### src/design/i2p_pkg.sv
// Shared constants, types and character helpers for the infix-to-postfix converter.
`default_nettype none
package i2p_pkg;

   localparam int STACK_DEPTH = 32;
   localparam int CNT_W       = $clog2(STACK_DEPTH + 1);
   localparam int STK_AW      = $clog2(STACK_DEPTH);
   localparam int BUF_DEPTH   = STACK_DEPTH + 1;
   localparam int BUF_AW      = $clog2(BUF_DEPTH);
   localparam int NUM_W       = $clog2(BUF_DEPTH + 1);
   localparam int CHAR_W      = 8;
   localparam int REQ_DATA_W  = 8;
   localparam int RSP_DATA_W  = 16;

   localparam logic [CHAR_W-1:0] CH_CARET = 8'h5E;
   localparam logic [CHAR_W-1:0] CH_STAR  = 8'h2A;
   localparam logic [CHAR_W-1:0] CH_SLASH = 8'h2F;
   localparam logic [CHAR_W-1:0] CH_PLUS  = 8'h2B;
   localparam logic [CHAR_W-1:0] CH_MINUS = 8'h2D;
   localparam logic [CHAR_W-1:0] CH_OPEN  = 8'h28;
   localparam logic [CHAR_W-1:0] CH_CLOSE = 8'h29;
   localparam logic [CHAR_W-1:0] CH_LO_A  = 8'h61;
   localparam logic [CHAR_W-1:0] CH_LO_Z  = 8'h7A;
   localparam logic [CHAR_W-1:0] CH_UP_A  = 8'h41;
   localparam logic [CHAR_W-1:0] CH_UP_Z  = 8'h5A;
   localparam logic [CHAR_W-1:0] CH_ZERO  = 8'h30;
   localparam logic [CHAR_W-1:0] CH_NINE  = 8'h39;

   localparam logic [1:0] STAT_OK              = 2'd0;
   localparam logic [1:0] STAT_UNMATCHED_CLOSE = 2'd1;
   localparam logic [1:0] STAT_OVERFLOW        = 2'd2;
   localparam logic [1:0] STAT_UNMATCHED_OPEN  = 2'd3;

   typedef enum logic [2:0] {
      CLS_OPERAND,
      CLS_OPEN,
      CLS_CLOSE,
      CLS_OPERATOR,
      CLS_OTHER
   } char_class_type;

   typedef struct packed {
      logic       ready;
      logic       push;
      logic       pop;
      logic       emit_char;
      logic       emit_top;
      logic       set_err;
      logic [1:0] err_code;
      logic       out_data;
      logic       out_empty;
   } i2p_cmd_type;

   typedef struct packed {
      logic           accepted;
      char_class_type cls;
      logic           last;
      logic           cnt_zero;
      logic           stack_full;
      logic           top_open;
      logic           top_pops;
      logic           n_zero;
      logic           k_final;
      logic           out_free;
   } i2p_stat_type;

   // Precedence; zero means not an operator, so a stacked '(' never pops.
   function automatic logic [1:0] op_rank(input logic [CHAR_W-1:0] ch);
      logic [1:0] r;
      r = 2'd0;
      if (ch == CH_CARET) r = 2'd3;
      else if (ch == CH_STAR || ch == CH_SLASH) r = 2'd2;
      else if (ch == CH_PLUS || ch == CH_MINUS) r = 2'd1;
      return r;
   endfunction

   function automatic char_class_type classify(input logic [CHAR_W-1:0] ch);
      char_class_type k;
      if ((ch >= CH_LO_A && ch <= CH_LO_Z) || (ch >= CH_UP_A && ch <= CH_UP_Z) ||
          (ch >= CH_ZERO && ch <= CH_NINE)) k = CLS_OPERAND;
      else if (ch == CH_OPEN) k = CLS_OPEN;
      else if (ch == CH_CLOSE) k = CLS_CLOSE;
      else if (op_rank(ch) != 2'd0) k = CLS_OPERATOR;
      else k = CLS_OTHER;
      return k;
   endfunction

endpackage
`default_nettype wire

### src/design/i2p_ram.sv
// Generic single-write, single-read RAM with registered read data.
`default_nettype none
module i2p_ram #(
   parameter int WIDTH = 8,
   parameter int DEPTH = 32
) (
   input  wire logic                     clock,
   input  wire logic                     wr_en,
   input  wire logic [$clog2(DEPTH)-1:0] wr_addr,
   input  wire logic [WIDTH-1:0]         wr_data,
   input  wire logic [$clog2(DEPTH)-1:0] rd_addr,
   output logic      [WIDTH-1:0]         rd_data
);

   logic [WIDTH-1:0] mem_ff [DEPTH];
   logic [WIDTH-1:0] rd_data_ff;

   always_ff @(posedge clock) begin
      if (wr_en) begin
         mem_ff[wr_addr] <= wr_data;
      end
      rd_data_ff <= mem_ff[rd_addr];
   end

   assign rd_data = rd_data_ff;

endmodule
`default_nettype wire

### src/design/i2p_ctrl.sv
// Sequencer that steps one character through push, pop, flush and replay.
`default_nettype none
module i2p_ctrl (
   input  wire logic                 clock,
   input  wire logic                 reset,
   input  wire i2p_pkg::i2p_stat_type stat,
   output i2p_pkg::i2p_cmd_type      cmd
);
   import i2p_pkg::*;

   typedef enum logic [3:0] {
      S_IDLE,
      S_DISPATCH,
      S_CLOSE_RD,
      S_CLOSE_EV,
      S_OP_RD,
      S_OP_EV,
      S_OP_PUSH,
      S_POST,
      S_FLUSH_RD,
      S_FLUSH_EV,
      S_REP_RD,
      S_REP_OUT
   } state_type;

   state_type state_ff, state_in;

   always_ff @(posedge clock) begin
      if (reset) begin
         state_ff <= S_IDLE;
      end else begin
         state_ff <= state_in;
      end
   end

   always_comb begin
      state_in = state_ff;
      cmd      = '0;
      case (state_ff)
         S_IDLE: begin
            cmd.ready = 1'b1;
            if (stat.accepted) state_in = S_DISPATCH;
         end
         S_DISPATCH: begin
            case (stat.cls)
               CLS_OPERAND: begin
                  cmd.emit_char = 1'b1;
                  state_in      = S_POST;
               end
               CLS_OPEN: begin
                  if (stat.stack_full) begin
                     cmd.set_err  = 1'b1;
                     cmd.err_code = STAT_OVERFLOW;
                  end else begin
                     cmd.push = 1'b1;
                  end
                  state_in = S_POST;
               end
               CLS_CLOSE:    state_in = S_CLOSE_RD;
               CLS_OPERATOR: state_in = S_OP_RD;
               default:      state_in = S_POST;
            endcase
         end
         // The stack read address follows the count, so each RD state
         // waits out the RAM latency before the top is examined.
         S_CLOSE_RD: begin
            if (stat.cnt_zero) begin
               cmd.set_err  = 1'b1;
               cmd.err_code = STAT_UNMATCHED_CLOSE;
               state_in     = S_POST;
            end else begin
               state_in = S_CLOSE_EV;
            end
         end
         S_CLOSE_EV: begin
            cmd.pop = 1'b1;
            if (stat.top_open) begin
               state_in = S_POST;
            end else begin
               cmd.emit_top = 1'b1;
               state_in     = S_CLOSE_RD;
            end
         end
         S_OP_RD: begin
            state_in = stat.cnt_zero ? S_OP_PUSH : S_OP_EV;
         end
         S_OP_EV: begin
            if (stat.top_pops) begin
               cmd.pop      = 1'b1;
               cmd.emit_top = 1'b1;
               state_in     = S_OP_RD;
            end else begin
               state_in = S_OP_PUSH;
            end
         end
         S_OP_PUSH: begin
            if (stat.stack_full) begin
               cmd.set_err  = 1'b1;
               cmd.err_code = STAT_OVERFLOW;
            end else begin
               cmd.push = 1'b1;
            end
            state_in = S_POST;
         end
         S_POST: begin
            state_in = stat.last ? S_FLUSH_RD : S_REP_RD;
         end
         S_FLUSH_RD: begin
            state_in = stat.cnt_zero ? S_REP_RD : S_FLUSH_EV;
         end
         S_FLUSH_EV: begin
            cmd.pop = 1'b1;
            if (stat.top_open) begin
               cmd.set_err  = 1'b1;
               cmd.err_code = STAT_UNMATCHED_OPEN;
            end else begin
               cmd.emit_top = 1'b1;
            end
            state_in = S_FLUSH_RD;
         end
         S_REP_RD: begin
            state_in = S_REP_OUT;
         end
         S_REP_OUT: begin
            if (stat.out_free) begin
               if (stat.n_zero) begin
                  cmd.out_empty = 1'b1;
                  state_in      = S_IDLE;
               end else begin
                  cmd.out_data = 1'b1;
                  state_in     = stat.k_final ? S_IDLE : S_REP_RD;
               end
            end
         end
         default: state_in = S_IDLE;
      endcase
   end

`ifndef SYNTH
   a_one_out_load: assert property (@(posedge clock) disable iff (reset)
      !(cmd.out_data && cmd.out_empty))
      else $error("both output load commands issued together");
   a_push_pop_excl: assert property (@(posedge clock) disable iff (reset)
      !(cmd.push && cmd.pop))
      else $error("push and pop issued in the same cycle");
   a_accept_idle: assert property (@(posedge clock) disable iff (reset)
      stat.accepted |=> state_ff == S_DISPATCH)
      else $error("accepted transaction not dispatched");
`endif

endmodule
`default_nettype wire

### src/design/i2p_datapath.sv
// Operator stack, emit buffer, counters and the output register.
`default_nettype none
module i2p_datapath (
   input  wire logic                              clock,
   input  wire logic                              reset,
   input  wire i2p_pkg::i2p_cmd_type              cmd,
   output i2p_pkg::i2p_stat_type                  stat,
   input  wire logic                              req_tvalid,
   output logic                                   req_tready,
   input  wire logic [i2p_pkg::REQ_DATA_W-1:0]    req_tdata,
   input  wire logic                              req_tlast,
   output logic                                   rsp_tvalid,
   input  wire logic                              rsp_tready,
   output logic      [i2p_pkg::RSP_DATA_W-1:0]    rsp_tdata,
   output logic                                   rsp_tuser,
   output logic                                   rsp_tlast
);
   import i2p_pkg::*;

   logic                accept;
   logic [CHAR_W-1:0]   char_ff;
   logic                last_ff;
   logic [1:0]          status_ff;
   logic [CNT_W-1:0]    cnt_ff;
   logic [NUM_W-1:0]    n_ff;
   logic [BUF_AW-1:0]   k_ff;
   logic [CNT_W-1:0]    cnt_m1;
   logic [CHAR_W-1:0]   top_char;
   logic [CHAR_W-1:0]   buf_rd;
   logic                buf_we;
   logic [CHAR_W-1:0]   buf_wd;
   logic                out_free;
   logic                out_load;

   logic                rsp_valid_ff;
   logic [CHAR_W-1:0]   rsp_char_ff;
   logic                rsp_char_valid_ff;
   logic                rsp_run_last_ff;
   logic                rsp_expr_end_ff;
   logic [1:0]          rsp_status_ff;

   assign req_tready = cmd.ready;
   assign accept     = req_tvalid && cmd.ready;
   assign cnt_m1     = cnt_ff - CNT_W'(1);
   assign out_free   = !rsp_valid_ff || rsp_tready;
   assign out_load   = cmd.out_data || cmd.out_empty;
   assign buf_we     = cmd.emit_char || cmd.emit_top;
   assign buf_wd     = cmd.emit_top ? top_char : char_ff;

   i2p_ram #(.WIDTH(CHAR_W), .DEPTH(STACK_DEPTH)) u_stack (
      .clock   (clock),
      .wr_en   (cmd.push),
      .wr_addr (cnt_ff[STK_AW-1:0]),
      .wr_data (char_ff),
      .rd_addr (cnt_m1[STK_AW-1:0]),
      .rd_data (top_char)
   );

   // Emitted characters wait here until the status of the transaction is known.
   i2p_ram #(.WIDTH(CHAR_W), .DEPTH(BUF_DEPTH)) u_emit_buf (
      .clock   (clock),
      .wr_en   (buf_we),
      .wr_addr (n_ff[BUF_AW-1:0]),
      .wr_data (buf_wd),
      .rd_addr (k_ff),
      .rd_data (buf_rd)
   );

   always_ff @(posedge clock) begin
      if (reset) begin
         cnt_ff       <= '0;
         n_ff         <= '0;
         k_ff         <= '0;
         status_ff    <= STAT_OK;
         rsp_valid_ff <= 1'b0;
      end else begin
         if (accept) begin
            n_ff      <= '0;
            k_ff      <= '0;
            status_ff <= STAT_OK;
         end
         if (cmd.push) cnt_ff <= cnt_ff + CNT_W'(1);
         else if (cmd.pop) cnt_ff <= cnt_m1;
         if (buf_we) n_ff <= n_ff + NUM_W'(1);
         if (cmd.set_err && status_ff == STAT_OK) status_ff <= cmd.err_code;
         if (cmd.out_data) k_ff <= k_ff + BUF_AW'(1);
         if (out_load) rsp_valid_ff <= 1'b1;
         else if (rsp_tready) rsp_valid_ff <= 1'b0;
      end
   end

   always_ff @(posedge clock) begin
      if (accept) begin
         char_ff <= req_tdata[CHAR_W-1:0];
         last_ff <= req_tlast;
      end
      if (out_load) begin
         rsp_char_ff       <= cmd.out_data ? buf_rd : '0;
         rsp_char_valid_ff <= cmd.out_data;
         rsp_run_last_ff   <= cmd.out_empty || stat.k_final;
         rsp_expr_end_ff   <= (cmd.out_empty || stat.k_final) && last_ff;
         rsp_status_ff     <= status_ff;
      end
   end

   always_comb begin
      stat            = '0;
      stat.accepted   = accept;
      stat.cls        = classify(char_ff);
      stat.last       = last_ff;
      stat.cnt_zero   = cnt_ff == '0;
      stat.stack_full = cnt_ff == CNT_W'(STACK_DEPTH);
      stat.top_open   = top_char == CH_OPEN;
      stat.top_pops   = op_rank(char_ff) <= op_rank(top_char);
      stat.n_zero     = n_ff == '0;
      stat.k_final    = NUM_W'(k_ff) == n_ff - NUM_W'(1);
      stat.out_free   = out_free;
   end

   assign rsp_tvalid = rsp_valid_ff;
   assign rsp_tdata  = RSP_DATA_W'({rsp_status_ff, rsp_run_last_ff, rsp_char_ff});
   assign rsp_tuser  = rsp_char_valid_ff;
   assign rsp_tlast  = rsp_expr_end_ff;

`ifndef SYNTH
   a_cnt_bound: assert property (@(posedge clock) disable iff (reset)
      cnt_ff <= CNT_W'(STACK_DEPTH))
      else $error("stack count beyond depth");
   a_no_push_full: assert property (@(posedge clock) disable iff (reset)
      cmd.push |-> cnt_ff < CNT_W'(STACK_DEPTH))
      else $error("push on a full stack");
   a_no_pop_empty: assert property (@(posedge clock) disable iff (reset)
      cmd.pop |-> cnt_ff != '0)
      else $error("pop on an empty stack");
   a_load_free: assert property (@(posedge clock) disable iff (reset)
      out_load |-> out_free)
      else $error("output register overwritten before it was taken");
   a_buf_bound: assert property (@(posedge clock) disable iff (reset)
      buf_we |-> n_ff < NUM_W'(BUF_DEPTH))
      else $error("emit buffer overflow");
`endif

endmodule
`default_nettype wire

### src/design/infix_to_postfix_converter.sv
// Top level of the shunting-yard infix-to-postfix converter.
//
//   Channel  Direction  Payload
//   req_*    in         tdata[7:0] in_char; tlast in_last
//   rsp_*    out        tdata[7:0] out_char, [8] run_last, [10:9] status;
//                       tuser char_valid; tlast expr_end
//
// One transaction is handled at a time: it is accepted, dispatched and settled (S_IDLE,
// S_DISPATCH, S_POST), with an S_OP_PUSH step for an operator push and an RD step for each
// stack walk that ends on an empty stack, an RD and an EV state per stack entry examined or
// popped (the stack RAM read is registered), and S_REP_RD and S_REP_OUT per result read back from the emit buffer.
// Reset is synchronous and clears the stack count, the sequencer and rsp_tvalid.
// A stalled rsp_tready holds the output register, and holds the sequencer in S_REP_OUT.
`default_nettype none
module infix_to_postfix_converter (
   input  wire logic                           clock,
   input  wire logic                           reset,
   input  wire logic                           req_tvalid,
   output logic                                req_tready,
   input  wire logic [i2p_pkg::REQ_DATA_W-1:0] req_tdata,   // in_char
   input  wire logic                           req_tlast,
   output logic                                rsp_tvalid,
   input  wire logic                           rsp_tready,
   output logic      [i2p_pkg::RSP_DATA_W-1:0] rsp_tdata,   // out_char, run_last, status
   output logic                                rsp_tuser,   // char_valid
   output logic                                rsp_tlast
);
   import i2p_pkg::*;

   i2p_cmd_type  cmd;
   i2p_stat_type stat;

   i2p_ctrl u_ctrl (
      .clock (clock),
      .reset (reset),
      .stat  (stat),
      .cmd   (cmd)
   );

   i2p_datapath u_datapath (
      .clock      (clock),
      .reset      (reset),
      .cmd        (cmd),
      .stat       (stat),
      .req_tvalid (req_tvalid),
      .req_tready (req_tready),
      .req_tdata  (req_tdata),
      .req_tlast  (req_tlast),
      .rsp_tvalid (rsp_tvalid),
      .rsp_tready (rsp_tready),
      .rsp_tdata  (rsp_tdata),
      .rsp_tuser  (rsp_tuser),
      .rsp_tlast  (rsp_tlast)
   );

endmodule
`default_nettype wire
### config.mk
export PLATFORM = sky130hd
export DESIGN_NAME = infix_to_postfix_converter
export DESIGN_NICKNAME = d
export VERILOG_FILES = /design/src/design/i2p_pkg.sv /design/src/design/i2p_ram.sv /design/src/design/i2p_ctrl.sv /design/src/design/i2p_datapath.sv /design/src/design/infix_to_postfix_converter.sv
export SDC_FILE = /design/constraint.sdc
export NUM_CORES = 1
export LEC_CHECK = 0
export BUFFER_PORTS_ARGS = -buffer_cell sky130_fd_sc_hd__buf_2
export CORE_MARGIN = 5
export CORE_UTILIZATION = 35
export CTS_CLUSTER_DIAMETER = 30
export DETAILED_ROUTE_END_ITERATION = 10
export SLEW_MARGIN = 20
export SYNTH_ARGS = -nofsm -noshare
export SYNTH_HDL_FRONTEND = slang
export SYNTH_SLANG_ARGS = --single-unit
export TNS_END_PERCENT = 1
### constraint.sdc
create_clock -name clock -period 5.4 [get_ports clock]
set_input_delay 0.54 -clock clock [delete_from_list [all_inputs] [get_ports clock]]
set_output_delay 0.54 -clock clock [all_outputs]
set_load 0.02 [all_outputs]
== Word-level counts from Yosys, hierarchy flattened ==
Memories as Yosys holds them, arrays and structs flattened. A register that Yosys moved wholly into a read port is not among the register bits.
Cells that the tools add are included.
W data, S select, Z words.
Word-level totals
  input port bits: 13
  output and inout bits: 20
  register bits after elaboration: 47
  memories kept: 2
  memory bits (writable): 520
Memory list
  u_datapath.u_emit_buf.mem_ff: depth 33, width 8, rd ports 1, clocked after memory_dff 1, write ports 1, RTL line i2p_ram.sv:15  | logic [WIDTH-1:0] mem_ff [DEPTH];
  u_datapath.u_stack.mem_ff: depth 32, width 8, rd ports 1, clocked after memory_dff 1, write ports 1, RTL line i2p_ram.sv:15
Cells by class
  muxes and demuxes: 58
  equality and inequality tests: 31
  add/subtract/negate cells: 5
  magnitude comparators: 7
  reductions and logical operators: 30
Operators with widths (count)
  $eq A8 B6 Y1 const B: 11
  $pmux W4 S12: 1
  $mux W2: 15
  $mux W3: 10
  $mux W6: 5
  $add A6 B1 Y6 const B: 3
  $mux W1: 17
  $eq A4 B3 Y1 const B: 4
  $eq A4 B4 Y1 const B: 4
  $eq A8 B7 Y1 const B: 2
  $ge A8 B7 Y1 const B: 2
  $le A8 B7 Y1 const B: 2
  $mux W4: 4
  $logic_not A6 Y1: 2
  $pmux W3 S4: 1
  $reduce_bool A2 Y1: 6
  $sub A6 B1 Y6 const B: 2
  $logic_or A1 B1 Y1: 10
  $eq A4 B2 Y1 const B: 2
  $ge A8 B6 Y1 const B: 1
  $le A8 B6 Y1 const B: 1
  $mux W8: 1
  $eq A3 B2 Y1 const B: 2
  $eq A6 B6 Y1: 1
  other kinds (14): 22

== Logic depth before layout (Yosys ltp) ==
Gate-level depths: netlist (run 1).
  depth in word-level cells: 19
  depth in mapped cells: 13

== Modules after synthesis ==
From an unflattened synthesis (run 1), not the netlist that was laid out.
Unflattened totals
  cells, all modules: 1355
  area, all modules: 23815.3 µm²
By module, submodules not included
  i2p_ram at u_datapath.u_emit_buf: cells an instance 593, area an instance 10719.0 µm², times used 1, sequential area each 8087.8 µm²
  i2p_ram at u_datapath.u_stack: cells an instance 417, area an instance 10053.4 µm², times used 1, sequential area each 7847.5 µm²
  i2p_datapath: cells an instance 271, area an instance 2516.2 µm², times used 1, sequential area each 1081.0 µm²
  i2p_ctrl: cells an instance 74, area an instance 526.8 µm², times used 1, sequential area each 80.1 µm²

== Least setup slack after synthesis (run 1) ==
OpenSTA, ideal clock, no wires.
  kind: reg-to-reg
  start: register u_datapath.char_ff[1]
  end: memory u_datapath.u_emit_buf.mem_ff[31][0] (enable)
  cell stages (with the launch flop): 12
  path buffers: 2
  arrival time: 3458 ps
  data required time: 5005 ps
  path slack: 1547 ps
  setup time: 395 ps
  cell sequence: edfxtp_1 buf_4 nand3_1 or4_1 a21oi_1 ha_1 nor2b_1 a2bb2oi_1 o2bb2ai_1 nor2_2 buf_6 nor4_1
Between the ends
  longest elaborated chain between the ends: 19
RTL lines
  start: declaration: RTL line i2p_datapath.sv:21  | logic [CHAR_W-1:0] char_ff;
  start signal: assignment: RTL line i2p_datapath.sv:94  | char_ff <= req_tdata[CHAR_W-1:0];
  $eq A8 B6 Y1: RTL line i2p_pkg.sv:73  | else if (ch == CH_PLUS || ch == CH_MINUS) r = 2'd1;
  $logic_or A1 B1 Y1: RTL line i2p_pkg.sv:73
  $mux W1: RTL line i2p_pkg.sv:73
  $mux W2: RTL line i2p_pkg.sv:72  | else if (ch == CH_STAR || ch == CH_SLASH) r = 2'd2;
  $mux W2: RTL line i2p_pkg.sv:71  | if (ch == CH_CARET) r = 2'd3;
  $mux W2: RTL line i2p_pkg.sv:82  | else if (ch == CH_CLOSE) k = CLS_CLOSE;
  $mux W2: RTL line i2p_pkg.sv:81  | else if (ch == CH_OPEN) k = CLS_OPEN;
  $mux W2: RTL line i2p_pkg.sv:79  | if ((ch >= CH_LO_A && ch <= CH_LO_Z) || (ch >= CH_UP_A && ch <= CH_UP_Z) ||
  (+3 left out)
  $mux W3: RTL line i2p_pkg.sv:81
  $mux W3: RTL line i2p_pkg.sv:79
  $logic_not A3 Y1: RTL line i2p_ctrl.sv:45  | case (stat.cls)
  $mux W1: RTL line i2p_ctrl.sv:45
  $mux W1: RTL line i2p_ctrl.sv:39  | case (state_ff)
  $logic_or A1 B1 Y1 *: RTL line i2p_datapath.sv:47  | assign buf_we = cmd.emit_char || cmd.emit_top;
  $mux W1 *: RTL line i2p_ram.sv:19  | if (wr_en) begin
  $mux W1 (implied by the code) *: RTL line i2p_ram.sv:20  | mem_ff[wr_addr] <= wr_data;
  end: declaration: RTL line i2p_ram.sv:15
Mark *: on every way between the ends. The rest lies on a longest branch, timed or not. The select of a mux whose other input is x is not followed.

== Worst setup path after layout (run 1) ==
  start: register u_datapath.char_ff[4]
  end: memory u_datapath.u_emit_buf.mem_ff[23][7] (enable)
Same word-level chain as after synthesis.

==> flow_results.xml, run 1 <==
<?xml version="1.0" encoding="UTF-8"?>
<metrics>
  <group name="place">
    <metric name="hpwlAfterDp" unit="mm">32.4</metric>
    <metric name="numPlacedInstances" unit="">2055</metric>
    <metric name="place_congestion" unit="">0.832</metric>
    <metric name="port_buffers" unit="">27</metric>
  </group>
  <group name="logic_synthesis">
    <metric name="synth.avg_cell_area" unit="sq um">19.1</metric>
    <metric name="portion_of_synthesized_cell_area_occupied_by_the_leading_cell_type" unit="%">69.8</metric>
    <metric name="seq_area_frac_synth" unit="%">73.3</metric>
    <metric name="synth.area.top_cells" unit="">sky130_fd_sc_hd__edfxtp_1, sky130_fd_sc_hd__mux4_2, sky130_fd_sc_hd__dfxtp_1</metric>
    <metric name="synthDistinctLibCells" unit="">75</metric>
    <metric name="mapped_area" unit="sq mm">0.0233</metric>
    <metric name="yosysMostFrequentCell" unit="">sky130_fd_sc_hd__edfxtp_1</metric>
    <metric name="synthesis.yosys.warnings" unit="">0</metric>
    <metric name="post_synth_inst_count" unit="">1219</metric>
    <metric name="commonest_register_cell_after_synthesis" unit="">sky130_fd_sc_hd__edfxtp_1</metric>
    <metric name="synth.largest_area_cell" unit="">sky130_fd_sc_hd__edfxtp_1</metric>
    <metric name="synth_enable_flop_cells" unit="">542</metric>
    <metric name="synth_async_sr_flop_share" unit="%">0</metric>
    <metric name="synth_top_cells_by_count" unit="">sky130_fd_sc_hd__edfxtp_1, sky130_fd_sc_hd__mux4_2, sky130_fd_sc_hd__nor2_1</metric>
    <metric name="flip_flop_and_latch_count_after_synthesis" unit="">583</metric>
  </group>
  <group name="cts">
    <metric name="clock_tree_from_tritoncts" unit="">built</metric>
    <metric name="cts_root_buffer" unit="">sky130_fd_sc_hd__clkbuf_16</metric>
    <metric name="clk_pin_slew" unit="ns">0.05</metric>
    <metric name="ctsHtreeMaxLevel" unit="">3</metric>
    <metric name="clock_insertion_delay_worst_skew" unit="ns">0.63</metric>
    <metric name="cts-resized-gates" unit="">0</metric>
    <metric name="cts_setup_buffers" unit="">0</metric>
    <metric name="cts_sink_count" unit="">583</metric>
    <metric name="tritoncts.num_buffers" unit="">95</metric>
    <metric name="max_clock_buf_depth" unit="">3</metric>
    <metric name="holdBufCountCts" unit="">0</metric>
  </group>
  <group name="power_and_ir_drop">
    <metric name="power" unit="W">0.0148</metric>
    <metric name="vdd_ir_drop_max" unit="mV">0.281</metric>
    <metric name="power_leakage" unit="nW">8.61</metric>
    <metric name="power_density" unit="mW/mm^2">534</metric>
  </group>
  <group name="worst_setup_path">
    <metric name="critical_path_peak_fanout" unit="">36</metric>
    <metric name="timing.critical_path.max_delay_family" unit="">simple AND/OR/NAND/NOR gates</metric>
    <metric name="worst_path_largest_cell_delay" unit="ns">0.71</metric>
    <metric name="timing.setup.critical_path_class" unit="">register to register</metric>
    <metric name="cp_data_arrival_time" unit="ns">4.65</metric>
    <metric name="crit_path_frequent_cell" unit="">sky130_fd_sc_hd__buf_4</metric>
    <metric name="critPathCaptureType" unit="">register</metric>
    <metric name="buffer_and_inverter_count_on_the_worst_path" unit="">2</metric>
    <metric name="critical-path-slowest-cell" unit="">sky130_fd_sc_hd__or4b_1</metric>
    <metric name="critical_path_required" unit="ns">5.65</metric>
    <metric name="critPathLaunchType" unit="">register</metric>
    <metric name="crit_chain" unit="">buf_4, nand2_1, or4_1, a21oi_1, ha_1, nor2b_1, a2bb2oi_1, o2bb2ai_1, buf_4, nor2_2, or4b_1, nor2_1</metric>
    <metric name="r2r.worst_path.cells" unit="">12</metric>
    <metric name="critical_path_cell_count" unit="">12</metric>
  </group>
  <group name="finish">
    <metric name="flow.area_growth_from_synthesis" unit="%">18.8</metric>
    <metric name="finalNetCount" unit="">1310</metric>
    <metric name="post_route_cells_drive_above_1_share" unit="%">29.8</metric>
    <metric name="final_core_utilization" unit="%">42.1</metric>
    <metric name="stdcell_count" unit="">2234</metric>
    <metric name="nFillCells" unit="">5699</metric>
  </group>
  <group name="global_route">
    <metric name="antenna_found_initial" unit="">2</metric>
    <metric name="wire_length_of_the_first_global_routing_pass" unit="mm">78.1</metric>
    <metric name="globalRoute.totalOverflow" unit="">0</metric>
    <metric name="grt_start_max_net_pins" unit="">42</metric>
    <metric name="first_global_vias" unit="">11949</metric>
    <metric name="gr-usage-all-layers" unit="%">14.6</metric>
  </group>
  <group name="status">
    <metric name="run_status" unit="">complete, no violations</metric>
  </group>
  <group name="sta">
    <metric name="fin_setup_tns" unit="ns">0</metric>
    <metric name="setup_viol" unit="">0</metric>
    <metric name="fmax" unit="GHz">0.227</metric>
    <metric name="maxSlewViolCount" unit="">0</metric>
    <metric name="timing.final.hold_violations" unit="">0</metric>
    <metric name="rsz0062_at_grt" unit="">false</metric>
    <metric name="final_skew" unit="ns">0.0236</metric>
    <metric name="timing_worst_slew_pin_value" unit="ns">1.11</metric>
    <metric name="timing.max_slew.rel_slack" unit="%">25.7</metric>
    <metric name="finalCritPeriodShare" unit="%">81.5</metric>
    <metric name="layout_min_cycle_time" unit="ns">4.40</metric>
  </group>
  <group name="drt">
    <metric name="wl_per_cell" unit="microns">23.4</metric>
    <metric name="routed_via_density" unit="">5.31</metric>
    <metric name="drt-total-wl" unit="mm">52.2</metric>
    <metric name="drt_iter0_drc" unit="">1181</metric>
    <metric name="num_vias" unit="">11864</metric>
    <metric name="first_pass_iters" unit="">5</metric>
    <metric name="ant_nets" unit="">0</metric>
    <metric name="drcViolationCount" unit="">0</metric>
  </group>
  <group name="floorplan">
    <metric name="die-width" unit="microns">268</metric>
    <metric name="die_area" unit="sq mm">0.0719</metric>
    <metric name="initial_utilization" unit="%">35.4</metric>
    <metric name="boundaryPins" unit="">33</metric>
    <metric name="coreArea" unit="sq mm">0.0659</metric>
    <metric name="rows" unit="">94</metric>
    <metric name="die-height" unit="microns">268</metric>
  </group>
  <group name="worst_hold_path">
    <metric name="timing.hold.worst.class" unit="">input pin to register</metric>
    <metric name="worstHoldPathCells" unit="">1</metric>
  </group>
  <group name="flow_run">
    <metric name="maxCapViolations" unit="">0</metric>
  </group>
</metrics>
## flip-flops by register name, indices dropped and copies added, names as in the netlist
| name | cells |
|---|---|
| u_ctrl.state_ff | 4 |
| u_datapath.char_ff | 8 |
| u_datapath.cnt_ff | 6 |
| u_datapath.k_ff | 6 |
| u_datapath.last_ff | 1 |
| u_datapath.n_ff | 6 |
| u_datapath.rsp_char_ff | 8 |
| u_datapath.rsp_run_last_ff | 1 |
| u_datapath.rsp_status_ff | 2 |
| u_datapath.rsp_tlast | 1 |
| u_datapath.rsp_tuser | 1 |
| u_datapath.rsp_tvalid | 1 |
| u_datapath.status_ff | 2 |
| u_datapath.u_emit_buf.mem_ff | 264 |
| u_datapath.u_emit_buf.rd_data | 8 |
| u_datapath.u_stack.mem_ff | 256 |
| u_datapath.u_stack.rd_data | 8 |
## through the flow
stage / setup slack [ns] / area, sq um / hold WS (ns)
final: 1.00 / 27700 / 0.0939
after global routing: 0.726 / 27700 / 0.0722
after CTS: 0.941 / 27700 / 0.0595
after detailed placement: 0.978 / 24300 / 0.465
after global placement: 1.06 / 24300 / 0.445
after floorplan: 1.55 / 23300 / 0.428
## kinds of logic after synthesis
group | after synthesis | share of synthesized area (%)
compound gates | 125 | 3.57
buf+inv | 87 | 1.89
xor+xnor | 17 | 0.639
mux | 167 | 15.0
fa+ha+maj | 10 | 0.526
other cells | 1 | 0.0161
simple gates | 229 | 5.02
flops | 583 | 73.3
## layout make-up
| class | count | area, sq um | share of cell area, % |
|---|---|---|---|
| flip-flops and latches | 583 | 17100 | 61.7 |
| multi-input cells | 553 | 5820 | 21.0 |
| clock buffers | 99 | 2400 | 8.67 |
| well taps | 864 | 1080 | 3.90 |
| clock inverters | 78 | 973 | 3.51 |
| repair buffers | 44 | 275 | 0.993 |
| inverters | 11 | 41.3 | 0.149 |
| diodes | 2 | 5.00 | 0.0181 |
## report_power, final
| group | switching (W) | internal (W) | leakage (nW) |
|---|---|---|---|
| Clock | 0.00232 | 0.00393 | 1.61 |
| Combinational | 0.00167 | 0.00117 | 1.81 |
| Sequential | 0.000242 | 0.00547 | 5.19 |
## path summary, 6_finish.rpt
path	from	end	slack [ns]
setup / recovery	u_datapath.char_ff[4]	u_datapath.u_emit_buf.mem_ff[23][7]	1.00
hold / removal	req_tdata[4]	u_datapath.char_ff[4]	0.09
setup reg to reg	u_datapath.char_ff[4]	u_datapath.u_emit_buf.mem_ff[23][7]	1.00
hold reg to reg	u_datapath.status_ff[0]	u_datapath.rsp_status_ff[0]	0.47
## cells in the final DEF (no fill, tap or decap), types with 8 or more instances in the layout
cell type,count
sky130_fd_sc_hd__clkinvlp_4,13
sky130_fd_sc_hd__bufinv_16,12
sky130_fd_sc_hd__nor2_1,81
sky130_fd_sc_hd__buf_2,27
sky130_fd_sc_hd__nor2_2,9
sky130_fd_sc_hd__mux2_2,18
sky130_fd_sc_hd__clkbuf_16,95
sky130_fd_sc_hd__nor3_1,8
sky130_fd_sc_hd__a21oi_1,39
sky130_fd_sc_hd__nand2_1,46
sky130_fd_sc_hd__nand3_1,14
sky130_fd_sc_hd__clkinv_4,14
sky130_fd_sc_hd__ha_1,8
sky130_fd_sc_hd__inv_6,14
sky130_fd_sc_hd__inv_8,12
sky130_fd_sc_hd__and3_1,9
sky130_fd_sc_hd__edfxtp_1,542
sky130_fd_sc_hd__o21ai_1,10
sky130_fd_sc_hd__dfxtp_1,38
sky130_fd_sc_hd__nand2b_1,11
sky130_fd_sc_hd__xnor2_1,9
sky130_fd_sc_hd__mux4_2,142
sky130_fd_sc_hd__inv_1,10
sky130_fd_sc_hd__a22oi_1,35
sky130_fd_sc_hd__buf_4,16
## routing by layer
metal  vias to the layer above  part of all wire, %  global-route usage, %  wire (microns)
met5                         -                    0                      0               0
met4                         0                  2.4                   5.08            1260
met3                        81                  7.0                   3.13            3680
met2                       452                   46                   21.8           23900
met1                      6204                   45                   21.3           23400
li1                       5127                    -                      -               -
(Power assumes the default switching activity.)
==> run 2: changes to the inputs <==
--- a/config.mk
+++ b/config.mk
@@ -5,6 +5,7 @@
 export SDC_FILE = /design/constraint.sdc
 export NUM_CORES = 1
 export LEC_CHECK = 0
+export ABC_AREA = 1
 export BUFFER_PORTS_ARGS = -buffer_cell sky130_fd_sc_hd__buf_2
 export CORE_MARGIN = 5
 export CORE_UTILIZATION = 35
==> constraint.sdc (replaced) <==
create_clock -name clock -period 4.6 [get_ports clock]
set_input_delay 0.46 -clock clock [delete_from_list [all_inputs] [get_ports clock]]
set_output_delay 0.46 -clock clock [all_outputs]
set_load 0.02 [all_outputs]
==> run 2 against run 1 <==
Flip-flop and latch count is the same. Die area grew 3.3%. Wire length grew 14%.
==> flow_results.xml, run 2 <==
<?xml version="1.0" encoding="UTF-8"?>
<metrics>
  <group name="global_route">
    <metric name="wire_length_of_the_first_global_routing_pass" unit="mm">91.9</metric>
    <metric name="groute.layer.met1.usage" unit="%">20.9</metric>
    <metric name="busiest_layer_in_global_routing" unit="">met2</metric>
    <metric name="groute.layer.met3.usage" unit="%">3.18</metric>
    <metric name="grt.met2_usage" unit="%">25.9</metric>
    <metric name="gr-usage-all-layers" unit="%">15.7</metric>
    <metric name="globalRoute.totalOverflow" unit="">0</metric>
    <metric name="antenna_found_initial" unit="">0</metric>
    <metric name="first_global_vias" unit="">15691</metric>
    <metric name="grt_start_max_net_pins" unit="">89</metric>
  </group>
  <group name="worst_hold_path">
    <metric name="worstHoldPathCells" unit="">1</metric>
    <metric name="timing.hold.worst.class" unit="">input pin to register</metric>
  </group>
  <group name="logic_synthesis">
    <metric name="mapped_area" unit="sq mm">0.0241</metric>
    <metric name="synth_top_cells_by_count" unit="">sky130_fd_sc_hd__edfxtp_1, sky130_fd_sc_hd__nor2_1, sky130_fd_sc_hd__o21ai_0</metric>
    <metric name="commonest_register_cell_after_synthesis" unit="">sky130_fd_sc_hd__edfxtp_1</metric>
    <metric name="seq_area_frac_synth" unit="%">70.9</metric>
    <metric name="synth_async_sr_flop_share" unit="%">0</metric>
    <metric name="synthesis.yosys.warnings" unit="">0</metric>
    <metric name="synth.area.top_cells" unit="">sky130_fd_sc_hd__edfxtp_1, sky130_fd_sc_hd__nor2_1, sky130_fd_sc_hd__o21ai_0</metric>
    <metric name="synth.largest_area_cell" unit="">sky130_fd_sc_hd__edfxtp_1</metric>
    <metric name="flip_flop_and_latch_count_after_synthesis" unit="">583</metric>
    <metric name="yosysMostFrequentCell" unit="">sky130_fd_sc_hd__edfxtp_1</metric>
    <metric name="synthDistinctLibCells" unit="">52</metric>
    <metric name="post_synth_inst_count" unit="">2044</metric>
    <metric name="synth.avg_cell_area" unit="sq um">11.8</metric>
    <metric name="synth_enable_flop_cells" unit="">542</metric>
    <metric name="portion_of_synthesized_cell_area_occupied_by_the_leading_cell_type" unit="%">67.5</metric>
  </group>
  <group name="drt">
    <metric name="ant_nets" unit="">0</metric>
    <metric name="drcViolationCount" unit="">0</metric>
    <metric name="wl_per_cell" unit="microns">19.6</metric>
    <metric name="drt-total-wl" unit="mm">59.8</metric>
    <metric name="first_pass_iters" unit="">6</metric>
    <metric name="drt_iter0_drc" unit="">1656</metric>
    <metric name="routed_via_density" unit="">5.29</metric>
    <metric name="num_vias" unit="">16137</metric>
  </group>
  <group name="sta">
    <metric name="timing.max_slew.rel_slack" unit="%">32.3</metric>
    <metric name="timing.final.hold_violations" unit="">0</metric>
    <metric name="setup_viol" unit="">0</metric>
    <metric name="final_skew" unit="ns">0.0295</metric>
    <metric name="finalCritPeriodShare" unit="%">88.7</metric>
    <metric name="rsz0062_at_grt" unit="">false</metric>
    <metric name="maxSlewViolCount" unit="">0</metric>
    <metric name="fmax" unit="GHz">0.245</metric>
    <metric name="layout_min_cycle_time" unit="ns">4.08</metric>
    <metric name="timing_worst_slew_pin_value" unit="ns">1.02</metric>
    <metric name="fin_setup_tns" unit="ns">0</metric>
  </group>
  <group name="cts">
    <metric name="cts_sink_count" unit="">583</metric>
    <metric name="clock_insertion_delay_worst_skew" unit="ns">0.65</metric>
    <metric name="clk_pin_slew" unit="ns">0.05</metric>
    <metric name="ctsHtreeMaxLevel" unit="">3</metric>
    <metric name="max_clock_buf_depth" unit="">3</metric>
    <metric name="clock_tree_from_tritoncts" unit="">built</metric>
    <metric name="tritoncts.num_buffers" unit="">96</metric>
    <metric name="cts_root_buffer" unit="">sky130_fd_sc_hd__clkbuf_16</metric>
  </group>
  <group name="worst_setup_path">
    <metric name="timing.setup.critical_path_class" unit="">register to register</metric>
    <metric name="critPathCaptureType" unit="">register</metric>
    <metric name="crit_chain" unit="">nand2_1, inv_1, nand3_1, nand2_1, nand2_1, inv_1, a21oi_1, ha_1, a22oi_1, nand3b_2, nand2_4, nand2_4, nand2_4, nand4_1, nor2_1</metric>
    <metric name="worst_path_largest_cell_delay" unit="ns">0.80</metric>
    <metric name="critical_path_cell_count" unit="">15</metric>
    <metric name="critical-path-slowest-cell" unit="">sky130_fd_sc_hd__edfxtp_1</metric>
    <metric name="timing.critical_path.max_delay_family" unit="">simple AND/OR/NAND/NOR gates</metric>
    <metric name="critPathLaunchType" unit="">register</metric>
    <metric name="cp_data_arrival_time" unit="ns">4.36</metric>
    <metric name="buffer_and_inverter_count_on_the_worst_path" unit="">2</metric>
    <metric name="critical_path_peak_fanout" unit="">22</metric>
    <metric name="critical_path_required" unit="ns">4.88</metric>
    <metric name="r2r.worst_path.cells" unit="">15</metric>
  </group>
  <group name="finish">
    <metric name="antennaDiodeCount" unit="">0</metric>
    <metric name="post-route-cell-area" unit="sq mm">0.0285</metric>
    <metric name="registers.top_by_ff_count" unit="">u_datapath.u_emit_buf.mem_ff</metric>
    <metric name="layout.cells.most_common" unit="">sky130_fd_sc_hd__edfxtp_1</metric>
    <metric name="mostFrequentLayoutCells" unit="">sky130_fd_sc_hd__edfxtp_1, sky130_fd_sc_hd__nor2_1, sky130_fd_sc_hd__o21ai_0</metric>
    <metric name="post_route_cells_drive_above_1_share" unit="%">13.2</metric>
    <metric name="largest_register_ffs" unit="">264</metric>
    <metric name="nFillCells" unit="">6307</metric>
    <metric name="finalNetCount" unit="">2111</metric>
    <metric name="flow.area_growth_from_synthesis" unit="%">18.2</metric>
    <metric name="top_regs" unit="">u_datapath.u_emit_buf.mem_ff: 264 flops, u_datapath.u_stack.mem_ff: 256 flops</metric>
  </group>
  <group name="status">
    <metric name="run_status" unit="">complete, no violations</metric>
  </group>
  <group name="power_and_ir_drop">
    <metric name="power_leakage" unit="nW">9.76</metric>
    <metric name="vdd_ir_drop_max" unit="mV">0.387</metric>
    <metric name="power_density" unit="mW/mm^2">635</metric>
  </group>
  <group name="floorplan">
    <metric name="die-height" unit="microns">273</metric>
    <metric name="boundaryPins" unit="">33</metric>
    <metric name="initial_utilization" unit="%">35.2</metric>
    <metric name="rows" unit="">96</metric>
    <metric name="die-width" unit="microns">273</metric>
    <metric name="die_area" unit="sq mm">0.0743</metric>
    <metric name="coreArea" unit="sq mm">0.0685</metric>
  </group>
  <group name="place">
    <metric name="place_congestion" unit="">0.902</metric>
    <metric name="postPlaceCellArea" unit="sq mm">0.0251</metric>
    <metric name="hpwlAfterDp" unit="mm">35.5</metric>
    <metric name="port_buffers" unit="">27</metric>
  </group>
  <group name="flow_run">
    <metric name="maxCapViolations" unit="">0</metric>
  </group>
</metrics>
## run 2: cell types whose count changed after synthesis, sizes merged, moves of 30 or more
cell | before | now
o22ai | 2 | 72
inv | 11 | 73
mux4 | 144 | 0
nand2 | 46 | 221
o21ai | 16 | 306
o211ai | 1 | 32
a22oi | 35 | 1
nor2 | 90 | 436
o32ai | 1 | 31
## run 2: through the flow
stage / cells / power, W / worst slack [ns] / hold WS [ns] / util, %
2_1_floorplan: 2048 / 0.00933 / 0.469 / 0.419 / -
3_3_place_gp: 2868 / 0.0109 / 0.593 / 0.435 / 36.7
3_5_place_dp: 2868 / 0.0109 / 0.599 / 0.437 / 36.7
4_1_cts: 3052 / 0.0182 / 0.576 / 0.00132 / 41.6
5_1_grt: 3052 / 0.0189 / 0.242 / 0.00293 / 41.7
6_report: 3052 / 0.0181 / 0.518 / 0.0264 / 41.7
## run 2: cell type report
type	instances	area, sq um	area share, %
timing repair buffer	66	453	1.59
clock inverter	82	933	3.27
tap	882	1100	3.87
inverter	75	284	0.996
clock buffer	97	2410	8.44
sequential	583	17100	60.0
multi-input combinational	1267	6230	21.9
## run 2: path summary, 6_finish.rpt
| check | startpoint | to | slack (ns) |
|---|---|---|---|
| setup / recovery | u_datapath.char_ff[3] | u_datapath.u_emit_buf.mem_ff[30][7] | 0.52 |
| hold / removal | req_tdata[7] | u_datapath.char_ff[7] | 0.03 |
| setup reg to reg | u_datapath.char_ff[3] | u_datapath.u_emit_buf.mem_ff[30][7] | 0.52 |
| hold reg to reg | u_datapath.u_emit_buf.mem_ff[32][6] | u_datapath.u_emit_buf.rd_data[6] | 0.46 |
## run 2: metal layers
layer	share of wire (%)	wire length [microns]	up-vias
met5	0	0	-
met3	5.8	3450	127
li1	-	-	7503
met4	3.0	1800	0
met1	43	25600	7929
met2	48	28900	578
## run 2: logic make-up after synthesis
logic type                 Yosys count  synth area share, %
other                                1               0.0155
AOI/OAI and AO/OA                  498                 11.7
and+or+nand+nor                    736                 12.6
adders and majority gates            9                0.467
muxes                               11                0.456
xor gates and xnor gates             8                0.399
DFF                                583                 70.9
buffers and inverters              198                 3.53
## run 2: worst reg2reg max path, cell delays in order, from the launching register on
cell and delay (ns):
sky130_fd_sc_hd__edfxtp_1 0.80, sky130_fd_sc_hd__nand2_1 0.16, sky130_fd_sc_hd__inv_1 0.10, sky130_fd_sc_hd__nand3_1 0.07, sky130_fd_sc_hd__nand2_1 0.06, sky130_fd_sc_hd__nand2_1 0.06, sky130_fd_sc_hd__inv_1 0.07, sky130_fd_sc_hd__a21oi_1 0.05
sky130_fd_sc_hd__ha_1 0.30, sky130_fd_sc_hd__a22oi_1 0.09, sky130_fd_sc_hd__nand3b_2 0.26, sky130_fd_sc_hd__nand2_4 0.16, sky130_fd_sc_hd__nand2_4 0.18, sky130_fd_sc_hd__nand2_4 0.24, sky130_fd_sc_hd__nand4_1 0.44, sky130_fd_sc_hd__nor2_1 0.69
## run 2: power breakdown
part / leakage [nW] / total, W / internal [W] / switching [W]
clock network: 1.63 / 0.00727 / 0.00455 / 0.00272
registers: 5.22 / 0.00660 / 0.00640 / 0.000198
logic: 2.91 / 0.00425 / 0.00115 / 0.00311
## run 2: repair_timing
action                                 4_1_cts  5_1_grt
hold buffers                                 5        0
endpoints found under the hold margin        5        0
setup buffers                                0        0
gates resized for setup                      0        0
